==> src/hta_pkg.sv <==
// Shared types and constants of the handle table allocator.
package hta_pkg;

  localparam int ACTION_W  = 3;
  localparam int OWNER_W   = 8;
  localparam int TYPE_W    = 2;
  localparam int PAYLOAD_W = 32;
  localparam int GEN_W     = 16;
  localparam int INDEX_W   = 16;
  localparam int HANDLE_W  = GEN_W + INDEX_W;

  localparam int IN_DATA_W  = 80;
  localparam int OUT_DATA_W = 72;

  localparam logic [OWNER_W-1:0] FREE_OWNER = 8'hFF;
  localparam logic [OWNER_W-1:0] ANY_OWNER  = 8'h00;
  localparam logic [TYPE_W-1:0]  ANY_TYPE   = 2'd0;

  typedef enum logic [ACTION_W-1:0] {
    ACT_CREATE        = 3'd0,
    ACT_DESTROY       = 3'd1,
    ACT_DESTROY_OWNER = 3'd2,
    ACT_GET_DATA      = 3'd3,
    ACT_SET_DATA      = 3'd4
  } action_t;

  typedef struct packed {
    logic [GEN_W-1:0]     gen;
    logic [OWNER_W-1:0]   owner;
    logic [TYPE_W-1:0]    typ;
    logic [PAYLOAD_W-1:0] payload;
  } entry_t;

  localparam entry_t ENTRY_RESET = '{gen: '0, owner: FREE_OWNER, typ: '0, payload: '0};

endpackage

==> src/hta_store.sv <==
// Slot memory with one write and one registered read port, plus per-slot written bits.
module hta_store
  import hta_pkg::*;
#(
  parameter int NUM_SLOTS = 32,
  parameter int AW = $clog2(NUM_SLOTS)
) (
  input  logic          clk,
  input  logic          rst,
  input  logic          rd_en,
  input  logic [AW-1:0] rd_addr,
  output entry_t        rd_entry,
  input  logic          wr_en,
  input  logic [AW-1:0] wr_addr,
  input  entry_t        wr_entry
);

  entry_t               mem [NUM_SLOTS];
  entry_t               rd_raw;
  logic                 rd_vld;
  logic [NUM_SLOTS-1:0] written;

  always_ff @(posedge clk) begin
    if (wr_en) begin
      mem[wr_addr] <= wr_entry;
    end
    if (rd_en) begin
      rd_raw <= mem[rd_addr];
    end
  end

  // A slot never written reads as free with generation zero.
  always_ff @(posedge clk) begin
    if (rst) begin
      written <= '0;
      rd_vld  <= 1'b0;
    end else begin
      if (wr_en) begin
        written[wr_addr] <= 1'b1;
      end
      if (rd_en) begin
        rd_vld <= written[rd_addr];
      end
    end
  end

  assign rd_entry = rd_vld ? rd_raw : ENTRY_RESET;

endmodule

==> src/hta_ctrl.sv <==
// Sequencer that reads, checks and writes back slots and drives the result register.
module hta_ctrl
  import hta_pkg::*;
#(
  parameter int NUM_SLOTS = 32,
  parameter int AW = $clog2(NUM_SLOTS)
) (
  input  logic                  clk,
  input  logic                  rst,
  input  logic                  s_axis_tvalid,
  output logic                  s_axis_tready,
  input  logic [IN_DATA_W-1:0]  s_axis_tdata,
  input  logic [ACTION_W-1:0]   s_axis_tuser,
  output logic                  m_axis_tvalid,
  input  logic                  m_axis_tready,
  output logic [OUT_DATA_W-1:0] m_axis_tdata,
  output logic                  m_axis_tuser,
  output logic                  m_axis_tlast,
  output logic                  rd_en,
  output logic [AW-1:0]         rd_addr,
  input  entry_t                rd_entry,
  output logic                  wr_en,
  output logic [AW-1:0]         wr_addr,
  output entry_t                wr_entry
);

  typedef enum logic [1:0] {ST_IDLE, ST_LOOK, ST_SCAN, ST_DONE} state_t;

  typedef struct packed {
    logic [HANDLE_W-1:0]  handle;
    logic                 ok;
    logic [PAYLOAD_W-1:0] data;
    logic [TYPE_W-1:0]    typ;
    logic                 freed;
    logic                 last;
  } result_t;

  state_t               state, state_next;
  action_t              act;
  logic [OWNER_W-1:0]   owner_r;
  logic [TYPE_W-1:0]    type_r;
  logic [PAYLOAD_W-1:0] data_r;
  logic [AW-1:0]        idx, idx_next;
  logic                 out_valid;
  result_t              out_r, res;
  logic                 load;

  logic                 accept;
  action_t              in_act;
  logic [INDEX_W-1:0]   in_idx;
  logic                 in_bad;
  logic                 slot_free;
  logic                 owner_ok;
  logic                 type_ok;
  logic                 out_free;
  logic                 last_idx;
  logic [GEN_W-1:0]     gen_next;

  assign s_axis_tready = (state == ST_IDLE);
  assign accept        = s_axis_tvalid && s_axis_tready;
  assign in_act        = action_t'(s_axis_tuser);
  assign in_idx        = s_axis_tdata[INDEX_W-1:0];
  assign in_bad        = (in_idx == '0) || (in_idx >= INDEX_W'(NUM_SLOTS));

  assign slot_free = (rd_entry.owner == FREE_OWNER);
  assign owner_ok  = (owner_r == ANY_OWNER) || (rd_entry.owner == owner_r);
  assign type_ok   = (type_r == ANY_TYPE) || (rd_entry.typ == type_r);
  assign out_free  = !out_valid || m_axis_tready;
  assign last_idx  = (idx == AW'(NUM_SLOTS - 1));
  assign gen_next  = rd_entry.gen + 16'd1;

  always_comb begin
    state_next = state;
    idx_next   = idx;
    load       = 1'b0;
    res        = '0;
    rd_en      = 1'b0;
    rd_addr    = idx;
    wr_en      = 1'b0;
    wr_addr    = idx;
    wr_entry   = rd_entry;
    case (state)
      ST_IDLE: begin
        if (accept) begin
          case (in_act)
            ACT_CREATE: begin
              rd_en      = 1'b1;
              rd_addr    = AW'(1);
              idx_next   = AW'(1);
              state_next = ST_SCAN;
            end
            ACT_DESTROY_OWNER: begin
              // Owner 255 is the free mark and never owns a slot.
              if (s_axis_tdata[HANDLE_W +: OWNER_W] == FREE_OWNER) begin
                state_next = ST_DONE;
              end else begin
                rd_en      = 1'b1;
                rd_addr    = AW'(1);
                idx_next   = AW'(1);
                state_next = ST_SCAN;
              end
            end
            ACT_DESTROY, ACT_GET_DATA, ACT_SET_DATA: begin
              if (in_bad) begin
                state_next = ST_DONE;
              end else begin
                rd_en      = 1'b1;
                rd_addr    = in_idx[AW-1:0];
                idx_next   = in_idx[AW-1:0];
                state_next = ST_LOOK;
              end
            end
            default: begin
              state_next = ST_DONE;
            end
          endcase
        end
      end
      ST_LOOK: begin
        if (out_free) begin
          load       = 1'b1;
          res.last   = 1'b1;
          state_next = ST_IDLE;
          case (act)
            ACT_DESTROY: begin
              if (!slot_free && owner_ok) begin
                res.ok   = 1'b1;
                res.data = rd_entry.payload;
                res.typ  = rd_entry.typ;
                res.freed = 1'b1;
                wr_en            = 1'b1;
                wr_entry.owner   = FREE_OWNER;
                wr_entry.payload = '0;
              end
            end
            ACT_GET_DATA: begin
              if (!slot_free && owner_ok && type_ok) begin
                res.ok   = 1'b1;
                res.data = rd_entry.payload;
              end
            end
            ACT_SET_DATA: begin
              if (!slot_free) begin
                res.ok           = 1'b1;
                wr_en            = 1'b1;
                wr_entry.payload = data_r;
              end
            end
            default: begin
            end
          endcase
        end
      end
      ST_SCAN: begin
        if (act == ACT_CREATE) begin
          if (slot_free) begin
            if (out_free) begin
              wr_en      = 1'b1;
              wr_entry   = '{gen: gen_next, owner: owner_r, typ: type_r, payload: data_r};
              load       = 1'b1;
              res.handle = {gen_next, INDEX_W'(idx)};
              res.ok     = 1'b1;
              res.last   = 1'b1;
              state_next = ST_IDLE;
            end
          end else if (last_idx) begin
            state_next = ST_DONE;
          end else begin
            rd_en      = 1'b1;
            rd_addr    = idx + 1'b1;
            idx_next   = idx + 1'b1;
          end
        end else begin
          // The next slot is read while the current one is written back.
          if ((rd_entry.owner != owner_r) || out_free) begin
            if (rd_entry.owner == owner_r) begin
              wr_en            = 1'b1;
              wr_entry.owner   = FREE_OWNER;
              wr_entry.payload = '0;
              load             = 1'b1;
              res.ok           = 1'b1;
              res.data         = rd_entry.payload;
              res.typ          = rd_entry.typ;
              res.freed        = 1'b1;
            end
            if (last_idx) begin
              state_next = ST_DONE;
            end else begin
              rd_en    = 1'b1;
              rd_addr  = idx + 1'b1;
              idx_next = idx + 1'b1;
            end
          end
        end
      end
      ST_DONE: begin
        if (out_free) begin
          load       = 1'b1;
          res.ok     = (act == ACT_DESTROY_OWNER);
          res.last   = 1'b1;
          state_next = ST_IDLE;
        end
      end
      default: begin
        state_next = ST_IDLE;
      end
    endcase
  end

  always_ff @(posedge clk) begin
    if (rst) begin
      state     <= ST_IDLE;
      out_valid <= 1'b0;
    end else begin
      state <= state_next;
      if (load) begin
        out_valid <= 1'b1;
      end else if (m_axis_tready) begin
        out_valid <= 1'b0;
      end
    end
    if (load) begin
      out_r <= res;
    end
    if (accept) begin
      act     <= in_act;
      owner_r <= s_axis_tdata[HANDLE_W +: OWNER_W];
      type_r  <= s_axis_tdata[HANDLE_W+OWNER_W +: TYPE_W];
      data_r  <= s_axis_tdata[HANDLE_W+OWNER_W+TYPE_W +: PAYLOAD_W];
    end
    idx <= idx_next;
  end

  assign m_axis_tvalid = out_valid;
  assign m_axis_tdata  = {5'b0, out_r.typ, out_r.data, out_r.ok, out_r.handle};
  assign m_axis_tuser  = out_r.freed;
  assign m_axis_tlast  = out_r.last;

endmodule

==> src/handle_table_allocator.sv <==
// Handle table allocator: generational slot table over one slot memory.
// Destroy, get data and set data: the indexed slot is read and checked in ST_LOOK, then the result is registered.
// Create scans slots from index 1, one per cycle, until it finds a free slot or passes the last one (full table).
// Destroy-owner scans every slot from index 1, one per cycle plus output stalls, then the final result.
// One transaction in flight at a time, so a new one is taken only once the last result is registered.
// Reset clears the per-slot written bits; all slots read as free.
module handle_table_allocator
  import hta_pkg::*;
#(
  parameter int NUM_SLOTS = 32
) (
  input  logic                  clk,
  input  logic                  rst,
  input  logic                  s_axis_tvalid,
  output logic                  s_axis_tready,
  // [31:0] handle_in, [39:32] owner_id, [41:40] type_code, [73:42] data_in, zero pad
  input  logic [IN_DATA_W-1:0]  s_axis_tdata,
  // [2:0] action
  input  logic [ACTION_W-1:0]   s_axis_tuser,
  output logic                  m_axis_tvalid,
  input  logic                  m_axis_tready,
  // [31:0] handle_out, [32] ok, [64:33] data_out, [66:65] type_out, zero pad
  output logic [OUT_DATA_W-1:0] m_axis_tdata,
  // [0] freed
  output logic                  m_axis_tuser,
  output logic                  m_axis_tlast
);

  localparam int AW = $clog2(NUM_SLOTS);

  logic          rd_en;
  logic [AW-1:0] rd_addr;
  entry_t        rd_entry;
  logic          wr_en;
  logic [AW-1:0] wr_addr;
  entry_t        wr_entry;

  hta_store #(
    .NUM_SLOTS(NUM_SLOTS),
    .AW(AW)
  ) u_store (
    .clk(clk),
    .rst(rst),
    .rd_en(rd_en),
    .rd_addr(rd_addr),
    .rd_entry(rd_entry),
    .wr_en(wr_en),
    .wr_addr(wr_addr),
    .wr_entry(wr_entry)
  );

  hta_ctrl #(
    .NUM_SLOTS(NUM_SLOTS),
    .AW(AW)
  ) u_ctrl (
    .clk(clk),
    .rst(rst),
    .s_axis_tvalid(s_axis_tvalid),
    .s_axis_tready(s_axis_tready),
    .s_axis_tdata(s_axis_tdata),
    .s_axis_tuser(s_axis_tuser),
    .m_axis_tvalid(m_axis_tvalid),
    .m_axis_tready(m_axis_tready),
    .m_axis_tdata(m_axis_tdata),
    .m_axis_tuser(m_axis_tuser),
    .m_axis_tlast(m_axis_tlast),
    .rd_en(rd_en),
    .rd_addr(rd_addr),
    .rd_entry(rd_entry),
    .wr_en(wr_en),
    .wr_addr(wr_addr),
    .wr_entry(wr_entry)
  );

  // A write never lands on the slot being read in the same cycle.
  a_no_rw_collision: assert property (@(posedge clk) disable iff (rst)
    rd_en && wr_en |-> rd_addr != wr_addr)
    else $error("slot read and write collide");

  // Only one transaction is worked on at a time.
  a_busy_after_accept: assert property (@(posedge clk) disable iff (rst)
    s_axis_tvalid && s_axis_tready |=> !s_axis_tready)
    else $error("input accepted while busy");

  // A freed entry is always reported as a success.
  a_freed_ok: assert property (@(posedge clk) disable iff (rst)
    m_axis_tvalid && m_axis_tuser |-> m_axis_tdata[32])
    else $error("freed result without ok");

  // A nonzero handle index only comes from a successful create.
  a_handle_ok: assert property (@(posedge clk) disable iff (rst)
    m_axis_tvalid && (m_axis_tdata[15:0] != 16'd0) |-> m_axis_tdata[32] && m_axis_tlast)
    else $error("handle returned without success");

endmodule
==> config.mk <==
export PLATFORM = sky130hd
export DESIGN_NAME = handle_table_allocator
export DESIGN_NICKNAME = d
export VERILOG_FILES = /design/src/hta_pkg.sv /design/src/hta_store.sv /design/src/hta_ctrl.sv /design/src/handle_table_allocator.sv
export SDC_FILE = /design/constraint.sdc
export NUM_CORES = 2
export LEC_CHECK = 0
export BUFFER_PORTS_ARGS = -buffer_cell sky130_fd_sc_hd__buf_2
export CORE_MARGIN = 4
export CORE_UTILIZATION = 40
export CTS_CLUSTER_SIZE = 20
export DETAILED_ROUTE_END_ITERATION = 12
export GPL_TIMING_DRIVEN = 0
export PLACE_DENSITY_LB_ADDON = 0.25
export SLEW_MARGIN = 20
export SYNTH_ARGS = -nofsm -noshare
export SYNTH_HDL_FRONTEND = slang
export SYNTH_SLANG_ARGS = --single-unit
==> constraint.sdc <==
create_clock -name clk -period 9.4 [get_ports clk]
set_input_delay 0.47 -clock clk [delete_from_list [all_inputs] [get_ports clk]]
set_output_delay 0.47 -clock clk [all_outputs]
set_load 0.02 [all_outputs]
==> impl_metrics.env <==
export IMPL_status="complete, no violations"
export IMPL_cts_setup_buffers=0
export IMPL_num_vias=53439
export IMPL_hp_class="in -> reg"
export IMPL_drive_gt1_frac=0.130
export IMPL_drc=0
export IMPL_setup_viol=0
export IMPL_final_nets=6324
export IMPL_period_needed_ns=7.08
export IMPL_worst_ep_required_time_ns=9.91
export IMPL_clkTransAtPathRegs_ns=0.06
export IMPL_portBuffers=123
export IMPL_grt_pass1_vias=51874
export IMPL_die_area_um2=217000
export IMPL_postSynthAreaPerCell_um2=14.8
export IMPL_grt_pass1_wl_um=384000
export IMPL_htree_levels=4
export IMPL_hold_viol=0
export IMPL_rows=167
export IMPL_period_share=0.753
export IMPL_synth_area_um2=83700
export IMPL_dr_pass1_iters=6
export IMPL_ys_ff_latch=2058
export IMPL_grt_overflow_total=0
export IMPL_p_leak_nw=33.4
export IMPL_rsz0062_at_grt="no"
export IMPL_dieHeight_um=465
export IMPL_yosysSeqAreaShare=0.733
export IMPL_slew_headroom=0.208
export IMPL_final_area_um2=99000
export IMPL_final_cell_mix="2017 x edfxtp_1, 808 x nand2_1, 639 x a211oi_1, 527 x mux2i_1, 331 x clkbuf_1"
export IMPL_fin_skew_ns=0.0418
export IMPL_async_flop_share=0
export IMPL_routedWlPerCell_um=29.9
export IMPL_drv_slew=0
export IMPL_post_cts_resized=0
export IMPL_fin_util=0.476
export IMPL_tightest_slew_ns=1.19
export IMPL_area_delta_synth_final_pct=18.2
export IMPL_dpl_cell_area_um2=91700
export IMPL_root_buffer="clkbuf_16"
export IMPL_total_power_w=0.0332
export IMPL_dp_cells=8760
export IMPL_initial_core_util=0.403
export IMPL_place_congestion=0.916
export IMPL_p_per_area_nw_per_um2=335
export IMPL_clock_latency_ns=0.87
export IMPL_ios=163
export IMPL_grt_usage=0.248
export IMPL_drtAntennaViolNets=0
export IMPL_arrival_ns=7.59
export IMPL_maxCapViolations=0
export IMPL_synth_area_mux_share=0.0644
export IMPL_critPathCaptureType="register"
export IMPL_synth_simple_area_share=0.0615
export IMPL_cts_made_buffers=209
export IMPL_cts_tree="built"
export IMPL_first_iter_violations=6372
export IMPL_start_kind="register"
export IMPL_netlist_instances=5649
export IMPL_yosys_area_share_adder=0.00135
export IMPL_synth_edf_count=2017
export IMPL_place_hpwl_um=199000
export IMPL_path_class="reg -> reg"
export IMPL_fin_cells=9207
export IMPL_core_area_um2=208000
export IMPL_synth_top_family_by_area="compound AO/OA/AOI/OAI gates"
export IMPL_synth_compound_area_frac=0.104
export IMPL_grt_max_degree=38
export IMPL_final_common_cell="edfxtp_1"
export IMPL_worst_path_max_fanout=10
export IMPL_synthXorXnorAreaFrac=0.00293
export IMPL_synth_main_ff_cell="edfxtp_1"
export IMPL_synth_warning_count=0
export IMPL_antenna_found_initial=23
export IMPL_fp_dieW_um=465
export IMPL_wl_um=275000
export IMPL_ir_worst_vdd_uv=238
export IMPL_viasPerCell=5.80
export IMPL_fmax_mhz=141
export IMPL_whs_ns=0.104
export IMPL_cts_buffer_depth=3
export IMPL_synth_cell_types=68
export IMPL_cts_num_sinks=2058
per-stage QoR:
stage	setup WS (ns)	TNS, ns
after floorplan	2.24	0
after global placement	-4.65	-2147.84
after detailed placement	2.48	0
after CTS	2.46	0
after global routing	2.33	0
final	2.32	0
cells in the mapped netlist, drive strengths merged, types with 3 or more instances:
| library cell | instances | area share |
|---|---|---|
| edfxtp | 2017 | 0.72 |
| nand2 | 810 | 0.036 |
| a211oi | 640 | 0.057 |
| mux2i | 527 | 0.063 |
| clkbuf | 303 | 0.014 |
| a311oi | 291 | 0.030 |
| inv | 249 | 0.011 |
| buf | 139 | 0.0081 |
| nand3 | 132 | 0.0079 |
| nor2 | 125 | 0.0056 |
| nor4 | 66 | 0.0050 |
| a21oi | 43 | 0.0027 |
| dfxtp | 41 | 0.0098 |
| o21ai | 39 | 0.0023 |
| a32o | 34 | 0.0041 |
| xor2 | 19 | 0.0020 |
| a22o | 15 | 0.0016 |
| nor3 | 14 | 0.00097 |
| and2 | 13 | 0.00097 |
| and3 | 13 | 0.00097 |
| nand2b | 11 | 0.00082 |
| ha | 9 | 0.0013 |
| xnor2 | 9 | 0.00094 |
| nand4 | 7 | 0.00052 |
| o211ai | 6 | 0.00054 |
| or3 | 6 | 0.00045 |
| mux4 | 5 | 0.0013 |
| nor3b | 5 | 0.00045 |
| o21a | 5 | 0.00045 |
| a221o | 4 | 0.00048 |
| a31o | 4 | 0.00042 |
| nor2b | 4 | 0.00030 |
| o31ai | 4 | 0.00036 |
| a31oi | 3 | 0.00022 |
| nand3b | 3 | 0.00027 |
| o41ai | 3 | 0.00054 |
| or4 | 3 | 0.00027 |
metal layers:
metal,track usage,vias up,wire length [µm]
li1,-,23161,-
met1,0.318,27103,105000
met5,0,-,108
met4,0.142,16,17400
met2,0.394,2596,128000
met3,0.0506,563,24200
worst max-delay path: stages, from the launching register on:
cell,delay (ns)
dfxtp_1,0.53
clkbuf_1,0.73
nor3b_1,0.28
a32oi_1,0.09
a32o_1,0.31
nor4_2,0.43
a2111o_1,0.17
buf_2,0.52
a21oi_4,0.37
inv_2,0.17
buf_4,0.20
buf_2,0.81
clkbuf_1,0.48
nand2_1,0.10
a311oi_1,0.39
a311oi_1,0.15
nor4_1,0.96
logic make-up (layout without fill, tap and decap cells):
family	count (synthesis)	after routing
AO/OA/AOI/OAI	1110	1110
flip-flops	2058	2058
other	1	34
AND/OR/NAND/NOR	1219	1219
buffers and inverters	692	1429
multiplexers	532	532
adder cells (fa/ha/maj)	9	9
XOR/XNOR	28	28
what timing repair did:
| item | CTS | global route |
|---|---|---|
| setup endpoints to repair | 0 | 0 |
| endpoints found under the hold margin | 45 | 0 |
| hold buffers | 45 | 0 |
where the power goes:
part	internal [W]	switching, W	total [W]	leakage [nW]
registers	0.0112	0.000275	0.0115	18.9
clock network	0.00478	0.00354	0.00832	3.30
logic	0.00355	0.00981	0.0134	11.2
layout make-up:
type	count	area, µm²
repair buffers	353	4260
inverters	250	941
clock buffers	266	5530
diodes	18	45.0
flip-flops and latches	2058	61400
plain buffers	442	1850
fillers	17902	109000
clock inverters	118	1230
multi-input cells	2914	20200
well taps	2788	3490
state kept, by name, indices dropped and copies added (netlist names), 2 cells and up:
signal and count:
u_store.mem 1856, u_store.rd_raw 58, u_ctrl.m_axis_tdata 56, u_ctrl.data_r 32, u_store.written 32, u_ctrl.owner_r 8
u_ctrl.wr_addr 5, u_ctrl.act 3, u_ctrl.state 2, u_ctrl.type_r 2
worst paths after layout:
check | depth (start not counted) | startpoint | slack, ns | endpoint
setup reg to reg | 16 | u_store.rd_vld | 2.32 | u_store.rd_raw[31]
setup / recovery | 16 | u_store.rd_vld | 2.32 | u_store.rd_raw[31]
hold / removal | 2 | rst | 0.10 | u_store.written[31]
hold reg to reg | 2 | u_store.written[17] | 0.47 | u_store.written[17]
No activity file was read; power rests on OpenSTA's default activity.
